$ cat src/sv/spdr_pkg.sv
`timescale 1ns / 1ps
`default_nettype none
// ----------------------------------------------------------------------------
// SDRAM presence-detect responder package
// Table contents, module shapes and the geometry record that the stages share.
// ----------------------------------------------------------------------------
package spdr_pkg;

    localparam int ROM_BYTES   = 64;
    localparam int IDX_W       = $clog2(ROM_BYTES);
    localparam int BASE_BYTES  = 64;
    localparam int BASE_IDX_W  = 6;
    localparam int SHAPE_COUNT = 4;
    localparam int MAX_MODULES = 3;
    localparam int SIZE_W      = 12;

    localparam int ROW_IDX  = 3;
    localparam int COL_IDX  = 4;
    localparam int RANK_IDX = 5;
    localparam int DENS_IDX = 31;
    localparam logic [IDX_W-1:0] CHK_IDX = IDX_W'(ROM_BYTES - 1);

    localparam logic [SIZE_W-1:0] SIZE_RESET = 12'd1536;

    localparam logic [7:0] BASE_TABLE [BASE_BYTES] = '{
        8'h80, 8'h08, 8'h04, 8'h0C, 8'h09, 8'h01, 8'h40, 8'h00,
        8'h01, 8'h0A, 8'h07, 8'h00, 8'h80, 8'h08, 8'h00, 8'h01,
        8'h0F, 8'h04, 8'h0C, 8'h01, 8'h01, 8'h00, 8'h0E, 8'h0A,
        8'h00, 8'h00, 8'h00, 8'h00, 8'h00, 8'h00, 8'h00, 8'h10,
        8'h00, 8'h00, 8'h00, 8'h00, 8'h00, 8'h00, 8'h00, 8'h00,
        8'h00, 8'h00, 8'h00, 8'h00, 8'h00, 8'h00, 8'h00, 8'h00,
        8'h00, 8'h00, 8'h00, 8'h00, 8'h00, 8'h00, 8'h00, 8'h00,
        8'h00, 8'h00, 8'h00, 8'h00, 8'h00, 8'h00, 8'h12, 8'h00
    };

    typedef struct packed {
        logic [9:0] mb;
        logic [7:0] rows;
        logic [7:0] cols;
        logic [7:0] ranks;
        logic [7:0] dens;
    } spdr_shape_t;

    typedef struct packed {
        spdr_shape_t shape;
        logic [1:0]  count;
        logic [7:0]  checksum;
    } spdr_geom_t;

    localparam spdr_shape_t SHAPES [SHAPE_COUNT] = '{
        '{mb: 10'd64,  rows: 8'd12, cols: 8'd9,  ranks: 8'd1, dens: 8'h10},
        '{mb: 10'd128, rows: 8'd12, cols: 8'd10, ranks: 8'd1, dens: 8'h20},
        '{mb: 10'd256, rows: 8'd13, cols: 8'd10, ranks: 8'd1, dens: 8'h40},
        '{mb: 10'd512, rows: 8'd13, cols: 8'd10, ranks: 8'd2, dens: 8'h40}
    };

    // Sum of the fixed bytes that no shape overrides, checksum byte excluded.
    function automatic logic [7:0] base_rest_sum();
        logic [7:0] acc;
        acc = 8'h00;
        for (int k = 0; k < BASE_BYTES; k++) begin
            if (k != ROW_IDX && k != COL_IDX && k != RANK_IDX && k != DENS_IDX
                && k != ROM_BYTES - 1) begin
                acc = acc + BASE_TABLE[k];
            end
        end
        return acc;
    endfunction

    localparam logic [7:0] BASE_REST = base_rest_sum();

endpackage : spdr_pkg
`default_nettype wire

$ cat src/sv/sdram_spd_responder.sv
`timescale 1ns / 1ps
`default_nettype none
// A request passes through the input register and then the result register to the output.
// Throughput: one request per cycle while out_stall is low, held by the input and result registers.
// A size write takes effect for requests that reach the result register after it.
// Reset empties both registers and sets the size to 1536 MB (three 512 MB modules).
// ----------------------------------------------------------------------------
// SDRAM presence-detect responder
// Answers reads of a presence-detect ROM shaped by the configured memory size.
// ----------------------------------------------------------------------------
module sdram_spd_responder
    import spdr_pkg::*;
(
    input  wire logic        clk,
    input  wire logic        rst_n,
    input  wire logic        cfg_valid,
    output logic             cfg_ready,
    input  wire logic [11:0] ram_size_mb,
    input  wire logic        in_valid,
    output logic             in_stall,
    input  wire logic [7:0]  register_index,
    output logic             out_valid,
    input  wire logic        out_stall,
    output logic [7:0]       spd_byte,
    output logic [1:0]       module_count,
    output logic [9:0]       module_size_mb
);

    spdr_geom_t       geom;
    logic [7:0]       lookup_byte;
    logic             s1_valid_reg;
    logic             s1_valid_next;
    logic [IDX_W-1:0] s1_idx_reg;
    logic             out_valid_reg;
    logic             out_valid_next;
    logic [7:0]       out_byte_reg;
    logic [1:0]       out_count_reg;
    logic [9:0]       out_mb_reg;
    logic             s2_ready;
    logic             s1_load;

    assign cfg_ready = 1'b1;

    spdr_cfg u_cfg (
        .clk     (clk),
        .rst_n   (rst_n),
        .wr_en   (cfg_valid && cfg_ready),
        .wr_data (ram_size_mb),
        .geom    (geom)
    );

    spdr_lookup u_lookup (
        .idx  (s1_idx_reg),
        .geom (geom),
        .data (lookup_byte)
    );

    assign s2_ready = !out_valid_reg || !out_stall;
    assign in_stall = s1_valid_reg && !s2_ready;
    assign s1_load  = in_valid && !in_stall;

    always_comb begin
        s1_valid_next = s1_valid_reg;
        if (s2_ready) begin
            s1_valid_next = 1'b0;
        end
        if (s1_load) begin
            s1_valid_next = 1'b1;
        end
        out_valid_next = out_valid_reg;
        if (s2_ready) begin
            out_valid_next = s1_valid_reg;
        end
    end

    always_ff @(posedge clk or negedge rst_n) begin
        if (!rst_n) begin
            s1_valid_reg  <= 1'b0;
            out_valid_reg <= 1'b0;
        end
        else begin
            s1_valid_reg  <= s1_valid_next;
            out_valid_reg <= out_valid_next;
        end
    end

    always_ff @(posedge clk) begin
        if (s1_load) begin
            s1_idx_reg <= register_index[IDX_W-1:0];
        end
        if (s2_ready && s1_valid_reg) begin
            out_byte_reg  <= lookup_byte;
            out_count_reg <= geom.count;
            out_mb_reg    <= geom.shape.mb;
        end
    end

    assign out_valid      = out_valid_reg;
    assign spd_byte       = out_byte_reg;
    assign module_count   = out_count_reg;
    assign module_size_mb = out_mb_reg;

    a_load_fills_stage : assert property (@(posedge clk) disable iff (!rst_n)
        s1_load |=> s1_valid_reg)
        else $error("Accepted request did not reach the input register.");

    a_held_stage_stable : assert property (@(posedge clk) disable iff (!rst_n)
        (s1_valid_reg && !s2_ready) |=> (s1_valid_reg && $stable(s1_idx_reg)))
        else $error("Held request changed while the result register was full.");

    a_result_shape : assert property (@(posedge clk) disable iff (!rst_n)
        out_valid |-> (module_count != 2'd0 && $onehot(module_size_mb)
                       && module_size_mb >= 10'd64))
        else $error("Result carries an impossible module count or size.");

    a_result_moves_up : assert property (@(posedge clk) disable iff (!rst_n)
        (s1_valid_reg && s2_ready) |=> out_valid_reg)
        else $error("Request in the input register was lost.");

endmodule : sdram_spd_responder
`default_nettype wire

$ cat src/sv/spdr_cfg.sv
`timescale 1ns / 1ps
`default_nettype none
// ----------------------------------------------------------------------------
// Size register and geometry decode
// Holds the configured memory size and derives module count, shape and checksum.
// ----------------------------------------------------------------------------
module spdr_cfg
    import spdr_pkg::*;
(
    input  wire logic              clk,
    input  wire logic              rst_n,
    input  wire logic              wr_en,
    input  wire logic [SIZE_W-1:0] wr_data,
    output spdr_geom_t             geom
);

    logic [SIZE_W-1:0] size_reg;
    logic              found;
    spdr_shape_t       shape_sel;
    logic [1:0]        count_sel;

    always_ff @(posedge clk or negedge rst_n) begin
        if (!rst_n) begin
            size_reg <= SIZE_RESET;
        end
        else if (wr_en) begin
            size_reg <= wr_data;
        end
    end

    // Fewest modules first, and smaller shapes first within one count.
    always_comb begin
        found     = 1'b0;
        shape_sel = SHAPES[0];
        count_sel = 2'd1;
        for (int n = 1; n <= MAX_MODULES; n++) begin
            for (int s = 0; s < SHAPE_COUNT; s++) begin
                if (!found && size_reg == SIZE_W'(int'(SHAPES[s].mb) * n)) begin
                    found     = 1'b1;
                    shape_sel = SHAPES[s];
                    count_sel = 2'(n);
                end
            end
        end
    end

    always_comb begin
        geom.shape    = shape_sel;
        geom.count    = count_sel;
        geom.checksum = BASE_REST + shape_sel.rows + shape_sel.cols
                        + shape_sel.ranks + shape_sel.dens;
    end

endmodule : spdr_cfg
`default_nettype wire

$ cat src/sv/spdr_lookup.sv
`timescale 1ns / 1ps
`default_nettype none
// ----------------------------------------------------------------------------
// Presence-detect byte lookup
// Selects the table byte, a shape override or the checksum for one index.
// ----------------------------------------------------------------------------
module spdr_lookup
    import spdr_pkg::*;
(
    input  wire logic [IDX_W-1:0] idx,
    input  wire spdr_geom_t       geom,
    output logic [7:0]            data
);

    always_comb begin
        if (idx == CHK_IDX) begin
            data = geom.checksum;
        end
        else if (idx == IDX_W'(ROW_IDX)) begin
            data = geom.shape.rows;
        end
        else if (idx == IDX_W'(COL_IDX)) begin
            data = geom.shape.cols;
        end
        else if (idx == IDX_W'(RANK_IDX)) begin
            data = geom.shape.ranks;
        end
        else if (idx == IDX_W'(DENS_IDX)) begin
            data = geom.shape.dens;
        end
        else if (32'(idx) < BASE_BYTES) begin
            data = BASE_TABLE[idx[BASE_IDX_W-1:0]];
        end
        else begin
            data = 8'h00;
        end
    end

endmodule : spdr_lookup
`default_nettype wire
$ cat config.mk
export PLATFORM = sky130hd
export DESIGN_NAME = sdram_spd_responder
export DESIGN_NICKNAME = d
export VERILOG_FILES = /design/src/sv/spdr_pkg.sv /design/src/sv/sdram_spd_responder.sv /design/src/sv/spdr_cfg.sv /design/src/sv/spdr_lookup.sv
export SDC_FILE = /design/constraint.sdc
export NUM_CORES = 1
export LEC_CHECK = 0
export ABC_AREA = 0
export BUFFER_PORTS_ARGS = -buffer_cell sky130_fd_sc_hd__buf_4
export CORE_MARGIN = 10
export CORE_UTILIZATION = 30
export CTS_BUF_LIST = sky130_fd_sc_hd__clkbuf_16
export DETAILED_ROUTE_END_ITERATION = 8
export PLACE_DENSITY = 0.55
export SKIP_CTS_REPAIR_TIMING = 1
export SYNTH_ARGS = -nofsm -noshare
export SYNTH_HDL_FRONTEND = slang
export SYNTH_HIERARCHICAL = 1
export SYNTH_SLANG_ARGS = --single-unit
$ cat constraint.sdc
create_clock -name clk -period 6.75 [get_ports clk]
set_input_delay 1.35 -clock clk [delete_from_list [all_inputs] [get_ports clk]]
set_output_delay 1.35 -clock clk [all_outputs]
set_load 0.1 [all_outputs]
### After elaboration in Yosys (flattened, before gate mapping)

Memory sizes are Yosys's and may differ from the RTL's.
Cells that the tools add are included.

| operators by class | value |
|---|---|
| $add $sub $neg | 4 |
| bitwise gates (word level) | 1 |
| reduce and logical (&&, ||, !) cells | 36 |
| mux-type cells | 35 |
| magnitude comparators | 1 |
| equality and inequality tests | 14 |

Operators with widths:

| operator | count |
|---|---|
| $mux 42 | 9 |
| $mux 8 | 7 |
| $mux 40 | 1 |
| $mux 32 | 1 |
| $add 8x8->8 | 3 |
| $eq 12x10->1 const B | 2 |
| $eq 12x11->1 const B | 2 |
| $eq 12x8->1 const B | 2 |
| $eq 12x9->1 const B | 2 |
| $mux 1 | 16 |
| $logic_not 1->1 | 15 |
| $logic_and 1x1->1 | 14 |
| $eq 12x7->1 const B | 1 |
| $eq 6x3->1 const B | 2 |
| $reduce_or 10->1 | 1 |
| $add 8x8->8 const A | 1 |
| $ge 7x7->1 const B | 1 |
| $not 6->7 | 1 |
| $reduce_or 7->1 | 1 |
| $eq 6x2->1 const B | 1 |
| $eq 6x5->1 const B | 1 |
| $eq 6x6->1 const B | 1 |
| $reduce_or 4->1 | 1 |
| $reduce_or 3->1 | 1 |
| 4 further kinds | 4 |

| word-level totals | value |
|---|---|
| memory bits (read-only) | 512 |
| memories kept | 1 |
| word-level logic and storage cells | 103 |
| output and inout bits | 23 |
| flip-flop bits (word level) | 40 |
| bits of input ports | 25 |

Memory list:

| memory | words | bits a word | read ports | clocked after Yosys merged registers in | write ports | RTL line | source |
|---|---|---|---|---|---|---|---|
| (name not given) | 64 | 8 | 1 | 0 | 0 | spdr_lookup.sv:32 | `data = BASE_TABLE[idx[BASE_IDX_W-1:0]];` |

### Logic depth before layout (Yosys ltp)

| logic depth | value |
|---|---|
| depth after elaboration | 40 |
| mapped depth | 12 |
| gate-level depth less buffers | 11 |

### Hierarchy

Netlist, hierarchy kept.

Modules (own cells, without submodules):

| module | area each (um^2) | cells an instance | sequential area each (um^2) | times used |
|---|---|---|---|---|
| spdr_cfg | 1037.2 | 103 | 302.8 | 1 |
| sdram_spd_responder | 884.6 | 36 | 830.8 | 1 |
| spdr_lookup | 854.6 | 117 | 0.0 | 1 |

### Worst setup path before layout

OpenSTA, ideal clock, no wires.

| timing path | value |
|---|---|
| path type | input to output |
| start | in out_stall |
| end | out in_stall |
| stages | 2 |
| data required time | 5.400 ns |
| path slack | 3.338 ns |
| arrival time | 2.062 ns |
| path buffers | 0 |
| cell sequence | nand3_2 > inv_1 |

| between the ends | value |
|---|---|
| word-level cells in the longest chain between the ends | 4 |

RTL lines:

| element | RTL line | source |
|---|---|---|
| from (decl) | sdram_spd_responder.sv:23 | `input wire logic out_stall,` |
| $logic_not 1->1 | sdram_spd_responder.sv:58 | `assign s2_ready = !out_valid_reg \|\| !out_stall;` |
| $logic_or 1x1->1 | sdram_spd_responder.sv:58 |  |
| $logic_not 1->1 | sdram_spd_responder.sv:59 | `assign in_stall = s1_valid_reg && !s2_ready;` |
| $logic_and 1x1->1 | sdram_spd_responder.sv:59 |  |
| to (decl) | sdram_spd_responder.sv:20 | `output logic in_stall,` |

No other way between the ends.

### Worst setup path in the final report

Same ends and word-level chain as after synthesis.

==> metrics.yaml <==
post_synth_inst_count: 256
finClkSkew_ps: 5.29
tritoncts.num_buffers: 5
post_drt_wl_per_cell_microns: 13.8
latest_clock_arrival_within_the_worst_skew_pair_ps: 270
crit_path_cell_trace: "buf_4, nand3_2, inv_1, buf_4"
finalHoldViolCount: 0
final-setup-viol-count: 0
result_of_the_run: "complete, no violations"
globalRoute.totalOverflow: 0
hold_path_end: "u_cfg/size_reg[3]"
routabilityCongestion: 0.817
grt_antenna_before_repair: 0
vias: 1815
synth_seq_area_share: 0.408
drt_iter0_drc: 98
std_cell_rows: 35
detail_route.vias_per_cell: 4.65
grt_setup_unrepaired: "false"
drive_above_1_share: 0.287
power.density_nw_per_um2: 227
critPathArrivalTime_ps: 1880
nets: 312
critical-path-top-cell-by-count: "buf_4"
crit_path_end_kind: "primary output"
cts-root-buf: "clkbuf_16"
slowest_stage: "buf_4"
syn_area_sq_um: 2780
reg2reg_slack_ps: 3780
cts.sinks: 40
totalNegativeSetupSlack_ps: 0
max_freq_mhz: 310
layout_min_cycle_time_ps: 3230
postSynthRegisterBits: 40
post-synth-top-area-cell: "edfxtp_1"
timing.hold.worst.start: "u_cfg/size_reg[3]"
largest_net_degree_at_the_start_of_global_routing: 22
global_route.usage.total: 0.0805
post_synth_num_cell_types: 66
cts_tree: "done"
worst-setup-path-type: "in -> out"
synth_flop_cell: "edfxtp_1"
crit_path_max_incr_delay_ps: 280
tcrit_tclk_final: 0.478
core_area_sq_um: 9110
maxSlewViolCount: 0
yosys_warnings: 6
cp_max_fo: 3
holdCritPathClass: "reg -> reg"
synth_enable_flop_cells: 26
slew_headroom: 0.257
drt.antenna.violating_nets: 0
p_leak_nw: 1.23
cap_viol_max_count: 0
syn_avg_cell_area_sq_um: 10.8
antennaDiodeCount: 0
cts.path.max_buffers: 2
floorplan.initialDensity: 0.305
netlist_top_cells_area: "edfxtp_1 (28%), buf_4 (12%), dfrtp_1 (11%), mux2_2 (4.9%), ha_1 (3.6%)"
worst_r2r_path_depth: 10
vias_in_the_first_global_route: 1827
die_width_microns: 116
synth-async-reset-ratio: 0.350
largest_register_ff_count: 12
io_pins: 48
port_buffers: 44
grt_first_pass_wirelength_microns: 9010
clk_transition_reported_paths_ps: 60
drt-pass1-iter-count: 4
preCtsSetupSlack_ps: 3520
die-area_sq_um: 13500
drc: 0
critical_path.startpoint_type: "primary input"
holdPathStages: 1
postLayoutSetupSlackWorst_ps: 3520
cts.htree.levels: 2
syn_to_final_growth_pct: 11.4
place_hpwl_microns: 4040
vdd_drop_max_mv: 0.175
tightestPinTransition_ps: 1110
fraction_of_post_synthesis_cell_area_in_the_top_cell_type_by_area: 0.281
floorplan.die.height_microns: 116
route.final.wire_length_microns: 5370
r2r_end: "spd_byte[2]"
required_ps: 5400
timing.rr.start: "u_cfg/size_reg[10]"
[power breakdown]
part / internal (mW) / switching (mW) / leakage, nW
Clock: 0.157 / 0.0872 / 0.0832
Combinational: 0.0450 / 0.104 / 0.741
Sequential: 0.285 / 0.0239 / 0.408
[layout make-up]
cell class,count,area [sq um]
clock inverters,2,8.76
fillers,943,6020
well taps,111,139
multi-input cells,179,1300
inverters,8,30.0
flip-flops and latches,40,1130
repair buffers,44,330
clock buffers,6,150
[Yosys cell counts (3+ instances only)]
cell       n
conb_1     3
and4_1     3
and2_1     5
a211oi_1   3
dfrtp_1   12
o21ai_0    9
buf_6      3
buf_2      6
nand2_1   13
buf_4     43
o22ai_1    3
o221ai_1   4
mux2_2    12
or4_1      3
nor3_1     3
a221oi_1   5
nor2_1     8
edfxtp_1  26
a31oi_1    3
mux2i_1    3
ha_1       8
inv_1      8
clkbuf_1   3
nand2b_1   3
o21ai_1    4
nor2b_1    5
nor3b_1    7
[worst max-delay path by stage]
stage,depth (start not counted),from,slack [ps],to
5_1_grt,4,out_stall,3490,in_stall
4_1_cts,4,out_stall,3520,in_stall
6_report,4,out_stall,3520,in_stall
3_3_place_gp,4,out_stall,3520,in_stall
3_5_place_dp,4,out_stall,3520,in_stall
2_1_floorplan,2,out_stall,3340,in_stall
[stage by stage]
step | total power [mW] | hold WS [ps] | area [sq um] | util | cells
3_5_place_dp | 0.464 | 488 | 2930 | 0.322 | 382
4_1_cts | 0.709 | 512 | 3090 | 0.339 | 390
3_3_place_gp | 0.462 | 481 | 2930 | 0.322 | 382
5_1_grt | 0.736 | 539 | 3090 | 0.339 | 390
6_report | 0.702 | 505 | 3090 | 0.339 | 390
2_1_floorplan | 0.443 | 467 | 2880 | - | 284
[worst max-delay path, delay by kind of cell]
kind	cells	cell delay, ps
buffers and inverters	3	440
and+or+nand+nor	1	80
[logic make-up (layout without fill, tap and decap cells)]
family | after synthesis | in the layout | synth area share
AND/OR/NAND/NOR | 67 | 67 | 0.160
adder cells (fa/ha/maj) | 9 | 9 | 0.0433
multiplexers | 16 | 16 | 0.0676
XOR/XNOR | 1 | 1 | 0.00316
flip-flops | 40 | 40 | 0.408
buffers and inverters | 65 | 60 | 0.163
other | 3 | 31 | 0.00406
AO/OA/AOI/OAI | 55 | 55 | 0.151
[placed cells by master (no fill, tap or decap), types with 2 or more instances in the layout]
cell / netlist / layout
a211oi_1: 3 / 3
a221o_2: 2 / 2
a221oi_1: 5 / 5
a31oi_1: 3 / 3
and2_1: 5 / 5
and3_1: 2 / 2
and4_1: 3 / 3
buf_4: 43 / 44
clkbuf_16: 0 / 6
conb_1: 3 / 31
dfrtp_1: 12 / 12
dfstp_2: 2 / 2
edfxtp_1: 26 / 26
ha_1: 8 / 8
inv_1: 8 / 9
mux2_2: 12 / 12
mux2i_1: 3 / 3
nand2_1: 13 / 13
nand2b_1: 3 / 3
nand3_1: 2 / 2
nor2_1: 8 / 8
nor2b_1: 5 / 5
nor3_1: 3 / 3
nor3b_1: 7 / 7
nor4_4: 2 / 2
nor4b_1: 2 / 2
nor4b_2: 2 / 2
o211ai_1: 2 / 2
o21a_1: 2 / 2
o21ai_0: 9 / 9
o21ai_1: 4 / 4
o221ai_1: 4 / 4
o22ai_1: 3 / 3
or4_1: 3 / 3
[layer usage]
layer | track usage | vias to the layer above | part of all wire
met5 | 0 | - | 0
met4 | 0.0150 | 0 | 0.0078
met3 | 0.0216 | 4 | 0.050
met2 | 0.119 | 42 | 0.45
met1 | 0.115 | 849 | 0.49
li1 | - | 920 | -
Note: power is estimated with default switching activity, not from simulation.
